<file path="src/rtl/fesm_pkg.sv">
`default_nettype none
package fesm_pkg;

   // slot pool geometry
   localparam int SLOT_COUNT = 16;
   localparam int FIRST_SLOT = 1;
   localparam int CELL_COUNT = SLOT_COUNT - FIRST_SLOT + 1;
   localparam int SLOT_W = $clog2(SLOT_COUNT + 1);
   localparam int MASK_W = 17;

   // index and notice codes
   localparam logic [7:0] ALL_INDEX = 8'hFF;
   localparam logic [6:0] ALL_NOTICE = 7'h7F;

   // device status bits
   localparam logic [4:0] ST_PAUSED = 5'h01;
   localparam logic [4:0] ST_ENABLED = 5'h02;
   localparam logic [4:0] ST_SAFETY = 5'h04;
   localparam logic [4:0] ST_OVERRIDE = 5'h08;
   localparam logic [4:0] ST_POWER = 5'h10;

   // device control codes
   localparam logic [7:0] CTL_DISABLE = 8'd1;
   localparam logic [7:0] CTL_ENABLE = 8'd2;
   localparam logic [7:0] CTL_STOP_ALL = 8'd3;
   localparam logic [7:0] CTL_RESET = 8'd4;
   localparam logic [7:0] CTL_PAUSE = 8'd5;
   localparam logic [7:0] CTL_CONTINUE = 8'd6;

   typedef enum logic [2:0] {
      CMD_CREATE = 3'd0,
      CMD_START = 3'd1,
      CMD_SOLO = 3'd2,
      CMD_STOP = 3'd3,
      CMD_FREE = 3'd4,
      CMD_CTRL = 3'd5
   } cmd_type;

   typedef enum logic [1:0] {
      ST_IDLE,
      ST_RUN,
      ST_FINISH
   } state_type;

   typedef struct packed {
      logic [2:0] command;
      logic [7:0] slot_index;
      logic [7:0] control_code;
   } req_type;

   typedef struct packed {
      logic [4:0] new_index;
      logic       load_status;
      logic [4:0] device_status;
      logic       auto_centre;
      logic       notify_start;
      logic       notify_stop;
      logic       notify_free;
      logic [6:0] notify_index;
   } rsp_type;

   // command token travelling along the slot cells
   typedef struct packed {
      logic              valid;
      logic [2:0]        cmd;
      logic [7:0]        idx;
      logic [7:0]        ctl;
      logic              found;
      logic [SLOT_W-1:0] new_idx;
      logic              hit_alloc;
   } link_type;

endpackage
`default_nettype wire

</file>
<file path="src/rtl/fesm_cell.sv">
`default_nettype none
module fesm_cell (
   input  wire logic                      clock,
   input  wire logic                      reset,
   input  wire logic [fesm_pkg::SLOT_W-1:0] cell_id,
   input  wire fesm_pkg::link_type        link_prev,
   output fesm_pkg::link_type             link_next
);
   import fesm_pkg::*;

   logic     alloc_ff, alloc_in;
   logic     play_ff, play_in;
   link_type link_ff, link_in;
   logic     hit;
   logic     clear;

   assign hit = (link_prev.idx == 8'(cell_id));
   assign clear = ((link_prev.cmd == CMD_FREE) && (link_prev.idx == ALL_INDEX)) ||
                  ((link_prev.cmd == CMD_CTRL) && (link_prev.ctl == CTL_RESET));

   // apply this slot's share of the command, pass the token on
   always_comb begin
      alloc_in = alloc_ff;
      play_in = play_ff;
      link_in = link_prev;
      if (link_prev.valid) begin
         if (clear) begin
            alloc_in = 1'b0;
            play_in = 1'b0;
         end else begin
            unique case (link_prev.cmd)
               CMD_CREATE: begin
                  if (!link_prev.found && !alloc_ff) begin
                     alloc_in = 1'b1;
                     play_in = 1'b0;
                     link_in.found = 1'b1;
                     link_in.new_idx = cell_id;
                  end
               end
               CMD_START: begin
                  if (hit && alloc_ff) play_in = 1'b1;
               end
               CMD_SOLO: begin
                  play_in = hit && alloc_ff;
               end
               CMD_STOP: begin
                  if (hit) begin
                     link_in.hit_alloc = alloc_ff;
                     play_in = 1'b0;
                  end
               end
               CMD_FREE: begin
                  if (hit) begin
                     alloc_in = 1'b0;
                     play_in = 1'b0;
                  end
               end
               default: begin
               end
            endcase
         end
      end
   end

   // slot flags and token register
   always_ff @(posedge clock) begin
      if (reset) begin
         alloc_ff <= 1'b0;
         play_ff <= 1'b0;
         link_ff.valid <= 1'b0;
      end else begin
         alloc_ff <= alloc_in;
         play_ff <= play_in;
         link_ff.valid <= link_in.valid;
      end
      link_ff.cmd <= link_in.cmd;
      link_ff.idx <= link_in.idx;
      link_ff.ctl <= link_in.ctl;
      link_ff.found <= link_in.found;
      link_ff.new_idx <= link_in.new_idx;
      link_ff.hit_alloc <= link_in.hit_alloc;
   end

   assign link_next = link_ff;

endmodule
`default_nettype wire

</file>
<file path="src/rtl/ffb_effect_slot_manager.sv">
`default_nettype none
// Force-feedback effect slot manager. Each accepted command item walks a
// row of slot cells, one cell per cycle, each cell holding the allocated and
// playing bits of one slot; create claims the first free cell it meets, so
// the lowest free slot is always taken. The token leaving the last cell
// is captured in the finish register, and the result item is then loaded
// into the output register once it is empty or not stalled. The next command
// is taken in the cycle after the result is loaded, so one command is
// handled at a time; a stalled earlier result holds the finish state. The
// result waits in an output register while the next command runs. All slots
// are free after reset; the disabled_slots mask only hides driver notices.
module ffb_effect_slot_manager (
   input  wire logic                        clock,
   input  wire logic                        reset,
   input  wire logic                        req_valid,
   output logic                             req_stall,
   input  wire fesm_pkg::req_type           req_data,
   output logic                             rsp_valid,
   input  wire logic                        rsp_stall,
   output fesm_pkg::rsp_type                rsp_data,
   input  wire logic                        csr_wr_en,
   input  wire logic [fesm_pkg::MASK_W-1:0] csr_wr_data
);
   import fesm_pkg::*;

   state_type         state_ff, state_in;
   logic [MASK_W-1:0] disabled_ff;
   logic [4:0]        status_ff, status_in;
   logic              centre_ff, centre_in;
   link_type          fin_ff;
   logic              fin_load;
   logic              rsp_valid_ff, rsp_valid_in;
   rsp_type           rsp_ff, rsp_in;
   logic              rsp_load;
   logic              accept;
   link_type          chain [0:CELL_COUNT];
   logic              in_range;
   logic              dis_bit;
   logic [31:0]       dis_wide;

   assign accept = req_valid && !req_stall;
   assign req_stall = (state_ff != ST_IDLE);

   // token launched into the first cell
   assign chain[0] = {accept, req_data.command, req_data.slot_index,
                      req_data.control_code, 1'b0, SLOT_W'(0), 1'b0};

   // row of slot cells
   for (genvar k = 0; k < CELL_COUNT; k++) begin : g_cell
      fesm_cell u_cell (
         .clock     (clock),
         .reset     (reset),
         .cell_id   (SLOT_W'(FIRST_SLOT + k)),
         .link_prev (chain[k]),
         .link_next (chain[k+1])
      );
   end

   // index checks on the finished token
   assign in_range = (fin_ff.idx >= 8'(FIRST_SLOT)) && (fin_ff.idx <= 8'(SLOT_COUNT));
   assign dis_wide = 32'(disabled_ff);
   assign dis_bit = (fin_ff.idx <= 8'd16) && dis_wide[fin_ff.idx[4:0]];

   // sequencer, result build and status update
   always_comb begin
      state_in = state_ff;
      fin_load = 1'b0;
      rsp_load = 1'b0;
      status_in = status_ff;
      centre_in = centre_ff;
      rsp_in = '0;
      unique case (state_ff)
         ST_IDLE: begin
            if (accept) state_in = ST_RUN;
         end
         ST_RUN: begin
            if (chain[CELL_COUNT].valid) begin
               fin_load = 1'b1;
               state_in = ST_FINISH;
            end
         end
         ST_FINISH: begin
            if (!rsp_valid_ff || !rsp_stall) begin
               rsp_load = 1'b1;
               state_in = ST_IDLE;
            end
         end
         default: state_in = ST_IDLE;
      endcase

      unique case (fin_ff.cmd)
         CMD_CREATE: begin
            if (fin_ff.found) begin
               rsp_in.new_index = 5'(fin_ff.new_idx);
               centre_in = 1'b0;
            end else begin
               rsp_in.load_status = 1'b1;
            end
         end
         CMD_START: begin
            if (fin_ff.idx == ALL_INDEX) begin
               rsp_in.notify_start = 1'b1;
               rsp_in.notify_index = ALL_NOTICE;
            end else if (in_range && !dis_bit) begin
               rsp_in.notify_start = 1'b1;
               rsp_in.notify_index = 7'(fin_ff.idx);
            end
         end
         CMD_SOLO: begin
            if ((fin_ff.idx == ALL_INDEX) || (in_range && !dis_bit)) begin
               rsp_in.notify_start = 1'b1;
               rsp_in.notify_stop = 1'b1;
               rsp_in.notify_index = ALL_NOTICE;
            end
         end
         CMD_STOP: begin
            if (in_range && fin_ff.hit_alloc && !dis_bit) begin
               rsp_in.notify_stop = 1'b1;
               rsp_in.notify_index = 7'(fin_ff.idx);
            end
         end
         CMD_FREE: begin
            if (fin_ff.idx == ALL_INDEX) begin
               rsp_in.notify_free = 1'b1;
               rsp_in.notify_index = ALL_NOTICE;
            end else begin
               centre_in = 1'b1;
               if (in_range) begin
                  rsp_in.notify_free = 1'b1;
                  rsp_in.notify_index = 7'(fin_ff.idx);
               end
            end
         end
         CMD_CTRL: begin
            status_in = status_ff | ST_SAFETY | ST_POWER;
            unique case (fin_ff.ctl)
               CTL_DISABLE: status_in = status_in & ~ST_ENABLED;
               CTL_ENABLE: status_in = status_in | ST_ENABLED;
               CTL_STOP_ALL: centre_in = 1'b0;
               CTL_RESET: centre_in = 1'b1;
               CTL_PAUSE: status_in = status_in | ST_PAUSED;
               CTL_CONTINUE: status_in = status_in & ~ST_PAUSED;
               default: begin
               end
            endcase
         end
         default: begin
         end
      endcase
      rsp_in.device_status = status_in;
      rsp_in.auto_centre = centre_in;

      // device status and auto-centre only move when the result is loaded
      if (!rsp_load) begin
         status_in = status_ff;
         centre_in = centre_ff;
      end
      rsp_valid_in = rsp_load || (rsp_valid_ff && rsp_stall);
   end

   // control and state registers
   always_ff @(posedge clock) begin
      if (reset) begin
         state_ff <= ST_IDLE;
         disabled_ff <= '0;
         status_ff <= '0;
         centre_ff <= 1'b1;
         rsp_valid_ff <= 1'b0;
      end else begin
         state_ff <= state_in;
         if (csr_wr_en) disabled_ff <= csr_wr_data;
         status_ff <= status_in;
         centre_ff <= centre_in;
         rsp_valid_ff <= rsp_valid_in;
      end
      if (fin_load) fin_ff <= chain[CELL_COUNT];
      if (rsp_load) rsp_ff <= rsp_in;
   end

   assign rsp_valid = rsp_valid_ff;
   assign rsp_data = rsp_ff;

`ifndef SYNTHESIS
   // token leaves the last cell only while the sequencer waits for it
   a_end_in_run: assert property (@(posedge clock) disable iff (reset)
      chain[CELL_COUNT].valid |-> (state_ff == ST_RUN))
      else $error("token left the cell row outside the run state");

   // an accepted item enters the first cell
   a_launch: assert property (@(posedge clock) disable iff (reset)
      accept |=> chain[1].valid)
      else $error("accepted item did not enter the cell row");

   // a new result only comes out of the finish state
   a_result_source: assert property (@(posedge clock) disable iff (reset)
      (rsp_load) |-> (state_ff == ST_FINISH) && !fin_load)
      else $error("result loaded outside the finish state");

   // full pool never reports a slot
   a_full_no_index: assert property (@(posedge clock) disable iff (reset)
      rsp_valid_ff && rsp_ff.load_status |-> (rsp_ff.new_index == 5'd0))
      else $error("pool full result carries a slot index");
`endif

endmodule
`default_nettype wire
</file>
<file path="config.mk">
export PLATFORM = sky130hd
export DESIGN_NAME = ffb_effect_slot_manager
export DESIGN_NICKNAME = d
export VERILOG_FILES = /design/src/rtl/fesm_pkg.sv /design/src/rtl/fesm_cell.sv /design/src/rtl/ffb_effect_slot_manager.sv
export SDC_FILE = /design/constraint.sdc
export NUM_CORES = 1
export LEC_CHECK = 0
export BUFFER_PORTS_ARGS = -buffer_cell sky130_fd_sc_hd__buf_2
export CAP_MARGIN = 25
export CELL_PAD_IN_SITES_DETAIL_PLACEMENT = 1
export CELL_PAD_IN_SITES_GLOBAL_PLACEMENT = 2
export CORE_MARGIN = 2
export CORE_UTILIZATION = 45
export CTS_CLUSTER_SIZE = 16
export DETAILED_ROUTE_END_ITERATION = 6
export HOLD_SLACK_MARGIN = 0.1
export PLACE_DENSITY_LB_ADDON = 0.1
export SLEW_MARGIN = 20
export SYNTH_ARGS = -nofsm -noshare
export SYNTH_HDL_FRONTEND = slang
export SYNTH_SLANG_ARGS = --single-unit
</file>
<file path="constraint.sdc">
create_clock -name clock -period 5.8 [get_ports clock]
set_input_delay 1.16 -clock clock [delete_from_list [all_inputs] [get_ports clock]]
set_output_delay 1.16 -clock clock [all_outputs]
set_load 0.1 [all_outputs]
</file>
Word-level counts from Yosys, hierarchy flattened --
Index checks and enable logic that the tools add are counted.
Operators by class: order comparisons 3, equality and inequality tests 144, muxes and demuxes 184, bitwise operators 4, reductions and logical operators 162
Operators by type and width (count):
- two-way mux 7 bit | 34
- two-way mux 6 bit | 31
- equality test 8 x 3 -> 1 bit, second input constant | 23
- equality test 8 bit, second input constant | 17
- equality test 3 bit, second input constant | 34
- != test 3 x 1 -> 1 bit, second input constant | 31
- two-way mux 1 bit | 88
- equality test 8 x 4 -> 1 bit, second input constant | 8
- AND reduction 4 bit | 15
- equality test 3 x 2 -> 1 bit, second input constant | 18
- logical AND 1 bit | 54
- logical NOT 3 bit | 17
- nonzero test 3 bit | 16
- case mux 1 bit (2 select lines) | 19
- logical NOT 1 bit | 34
- equality test 8 x 2 -> 1 bit, second input constant | 4
- case mux 7 bit (4 select lines) | 1
- logical OR 1 bit | 19
- equality test 8 x 1 -> 1 bit, second input constant | 2
- two-way mux 8 bit | 2
- equality test 8 x 5 -> 1 bit, second input constant | 1
- greater-or-equal comparator 8 x 1 -> 1 bit, second input constant | 1
- <= comparator 8 x 5 -> 1 bit, second input constant | 1
- two-way mux 2 bit | 4
- other kinds (18) | 23
Word-level totals: register bits after elaboration 522, input port bits 41, output and inout port bits 24

Logic depth before layout (Yosys ltp) --
depth in word-level cells 8, mapped depth 6

Hierarchy --
From an unflattened synthesis, not the netlist that was laid out.
Second synthesis, totals: cells, all modules 1226, area, all modules 16328.2 µm²
By module, submodules not included:
- fesm_cell | times used 16, cells each 61, area an instance 829.5 µm², sequential area each 560.5 µm²
- ffb_effect_slot_manager | times used 1, cells each 250, area an instance 3055.4 µm², sequential area each 1911.8 µm²

Worst setup path before layout --
OpenSTA, ideal clock, no wires.
path type input port to flip-flop, start point input csr_wr_en, end point register disabled_ff[13], setup time 0.128 ns, arrival time 2.222 ns, path slack 3.451 ns, stages on the path 4, cell sequence clkbuf_1 clkbuf_1 mux2i_1 nor2_1
RTL lines:
- start, declared | RTL line ffb_effect_slot_manager.sv:21 | input wire logic csr_wr_en,
- end signal, assigned | RTL line ffb_effect_slot_manager.sv:171 | if (csr_wr_en) disabled_ff <= csr_wr_data;
- end, declared | RTL line ffb_effect_slot_manager.sv:27 | logic [MASK_W-1:0] disabled_ff;

Worst setup path in the final report --
start point register state_ff[1], end point output req_stall
Between the ends: cells in the longest elaborated chain, start to end 1
RTL lines:
- start, declared | RTL line ffb_effect_slot_manager.sv:26 | state_type state_ff, state_in;
- start signal, assigned | RTL line ffb_effect_slot_manager.sv:170 | state_ff <= state_in;
- nonzero test 2 bit | RTL line ffb_effect_slot_manager.sv:42 | assign req_stall = (state_ff != ST_IDLE);
- end, declared | RTL line ffb_effect_slot_manager.sv:16 | output logic req_stall,
Every way passes these cells.

==> metrics.md <==
| Metric | Value |
|---|---|
| Die X | 179.8 µm |
| Seq/Total Area, Yosys | 0.7419 |
| Number of global-route vias before repair | roughly 8500 |
| Final critical-path share of the clock period | 0.4618 |
| Setup slack, reg-to-reg | 3470 ps |
| Unique cell type count in the Yosys netlist | 66 |
| DRT iter0 DRCs | around 320 |
| Row cnt | 64 |
| Dominant synthesized flop cell | dfxtp_1 |
| Multi-input combinational cell area | 3416 µm² |
| Tmin final | 2678 ps |
| Final Slew Violations | 0 |
| Mux cell area share after synthesis | 0.03238 |
| DRC Markers | 0 |
| Initial core utilization | 0.4559 |
| Hold buffer count at cts | 0 |
| Final setup viols | 0 |
| Yosys top cell area share | 0.6405 |
| Vias per cell | approximately 5 |
| Worst vdd ir | about 0.00026 V |
| Crit path required time | 4640 ps |
| Hold Crit Class | reg2reg |
| Synth Area per Inst | 13.26 µm² |
| Final instance area | 16170 µm² |
| CTS H-Tree Depth | 2 |
| Post_cts resized | 0 |
| Max FO, Critical Path | 5 |
| Slew HR | 0.4465 |
| Port Buf Inserts | 62 |
| I/O pin total | 65 |
| Pre-antenna DRT Iters | 4 |
| Clk slew on worst S/H paths | about 60 ps |
| Postcts setup bufs | 0 |
| Setup TNS | 0 ps |
| Largest family of logic cells by synthesized area | simple AND/OR/NAND/NOR gates |
| Yosys warning total | 0 |
| Static Leak | roughly 6.3 nW |
| Actual slew at the worst max-slew pin | 829.3 ps |
| CTS tree | yes |
| RePlAce Congestion | between 0.7 and 0.8 |
| Worst setup SP type | flip-flop |
| Antenna Nets Post-Route | 0 |
| Synth Area in Adders | 0 |
| CTS root buf | clkbuf_16 |
| Clock Skew | 18.29 ps |
| First-pass GRT wire length | 42900 µm |
| Synth Area in Compound Gates | 0.04525 |
| RSZ-0062 raised after global routing | no |
| DR vias | 7891 |
| Arrival time worst endpoint | 1520 ps |
| Cells after Synth | 1049 |
| Crit end category | output port |
| WS Path Type | reg2out |
| Routed wire length | 26000 µm |
| FF/Latch Area | approximately 10000 µm² |
| Status | finished clean |
| Largest net degree at the start of global routing | 57 |
| Post-synth ARST share | 0 |
| Die height | 179.8 µm |
| Area grow syn2layout | 16.22% |
| Total Die Area | 32330 µm² |
| Pwr dens | 415.0 nW/µm² |
| Clk buf depth | 3 |
| Fmax achieved | 373.3 MHz |
| Tot GR Track Use | 0.1628 |
| # diodes | 0 |
| Core area | 30510 µm² |
| DP HPWL | 17860 µm |
| Fill count | 3105 |
| Post-synth top area cell | dfxtp_1 |
| Initial antenna violation count | 0 |
| Synthesized area | 13910 µm² |
| Cells taking the most area after synthesis | dfxtp_1 (64%), edfxtp_1 (10%), nor2b_1 (1.9%), nor2_1 (1.8%), nand4_1 (1.7%) |
| XOR/XNOR Fraction of Synth Area | 0.001259 |
| Seq cells post-synth | a little under 500 |
| DR WL/cell | 16.50 µm |
| Simple-gate portion of the synthesized area | 0.1662 |
| Total global routing overflow | 0 |
| Nets | 1188 |
| Number of buffers created by CTS | 48 |
| Layout cells sized above 1 | 0.1627 |
| Post-placement cell area | 14640 µm² |
| Post-synth EDFFs | 47 |
| Clk sinks | 492 |
| Post-Syn Nets | between 1000 and 1500 |
| Clk_lat worst skew | 560 ps |
| Hold Vio Cnt, Final | 0 |
| Max-Cap Viols | 0 |
==> placed cells by master (no fill, tap or decap), types with 13 or more instances in the layout <==
master | Yosys | routed
nor2_1 | 66 | 65
o21ai_0 | 13 | 13
nand4_1 | 38 | 38
nor4b_1 | 17 | 17
dfxtp_1 | 445 | 445
nor4_1 | 31 | 31
mux2_2 | 16 | 16
or2_2 | 23 | 23
or4_1 | 18 | 18
a21oi_1 | 13 | 13
nand2_1 | 26 | 26
o31ai_1 | 13 | 13
buf_2 | 3 | 62
clkbuf_16 | 0 | 50
nand3_1 | 22 | 22
mux2i_1 | 18 | 18
inv_1 | 23 | 23
nor3_1 | 21 | 21
nand2b_1 | 35 | 35
nor2b_1 | 42 | 42
edfxtp_1 | 47 | 47
==> logic make-up (layout without fill, tap and decap cells) <==
kind of cell	Yosys count	in the layout
DFF	492	492
and+or+nand+nor	386	386
AOI/OAI and AO/OA	89	89
muxes	40	40
buffers and inverters	39	170
xor gates and xnor gates	2	2
other	1	1
==> layout make-up <==
type | instances | share of cell area
sequential | 492 | 0.6384
multi-input combinational | 518 | 0.2113
clock buffer | 68 | 0.08591
tap | 396 | 0.03065
timing repair buffer | 64 | 0.02012
clock inverter | 15 | 0.008282
inverter | 23 | 0.005341
==> path summary, 6_finish.rpt <==
kind,depth (start not counted),end,start
setup / recovery,3,req_stall,state_ff[1]
hold / removal,0,g_cell[9].u_cell.link_next[9],g_cell[8].u_cell.link_next[9]
setup reg to reg,5,rsp_data[5],fin_ff[15]
hold reg to reg,0,g_cell[9].u_cell.link_next[9],g_cell[8].u_cell.link_next[9]
==> synth_stat cells (16+ instances only) <==
cell type,number
or2_2,23
inv_1,23
nand4_1,38
mux2_2,16
nand2_1,26
nor4_1,31
nand2b_1,35
dfxtp_1,445
nor4b_1,17
mux2i_1,18
nand3_1,22
nor3_1,21
edfxtp_1,47
nor2_1,66
or4_1,18
nor2b_1,42
==> flip-flops by register name (all words and copies together), names as in the netlist <==
register and count:
rsp_data 21, centre_ff 1, g_cell.u_cell.alloc_ff 16, state_ff 2
status_ff 4, fin_ff 26, g_cell.u_cell.link_next 405, disabled_ff 16
rsp_valid 1
==> per-stage QoR <==
step             util  total power, mW  hold WS, ps  worst slack, ps  instances
2_1_floorplan       -            3.757        322.6             3451       1049
3_3_place_gp   0.4799            3.820        332.9             2965       1493
3_5_place_dp   0.4799            3.825        331.1             2923       1493
4_1_cts        0.5299            6.805        343.1             3083       1576
5_1_grt        0.5299            6.973        353.4             3051       1576
6_report       0.5299            6.709        339.8             3122       1576
==> report_power, final <==
group          total, mW  internal, mW  switching, mW
clock network       2.96          1.72           1.24
registers           3.65          3.57         0.0877
logic             0.0967        0.0460         0.0507
total               6.71          5.33           1.38
==> per-layer routing <==
metal  up-vias  wire length (µm)  global-route usage
met5         -                 0                   0
met4         0               602             0.05236
met2        78             13630              0.3057
met3        52               707             0.02857
met1      3816             11060              0.1865
li1       3945                 -                   -
==> worst max-delay path, stage by stage (launching register included) <==
cell and delay [ps]:
dfxtp_1 410, nor2_1 100, inv_1 50, buf_2 410
(Power assumes the default switching activity.)
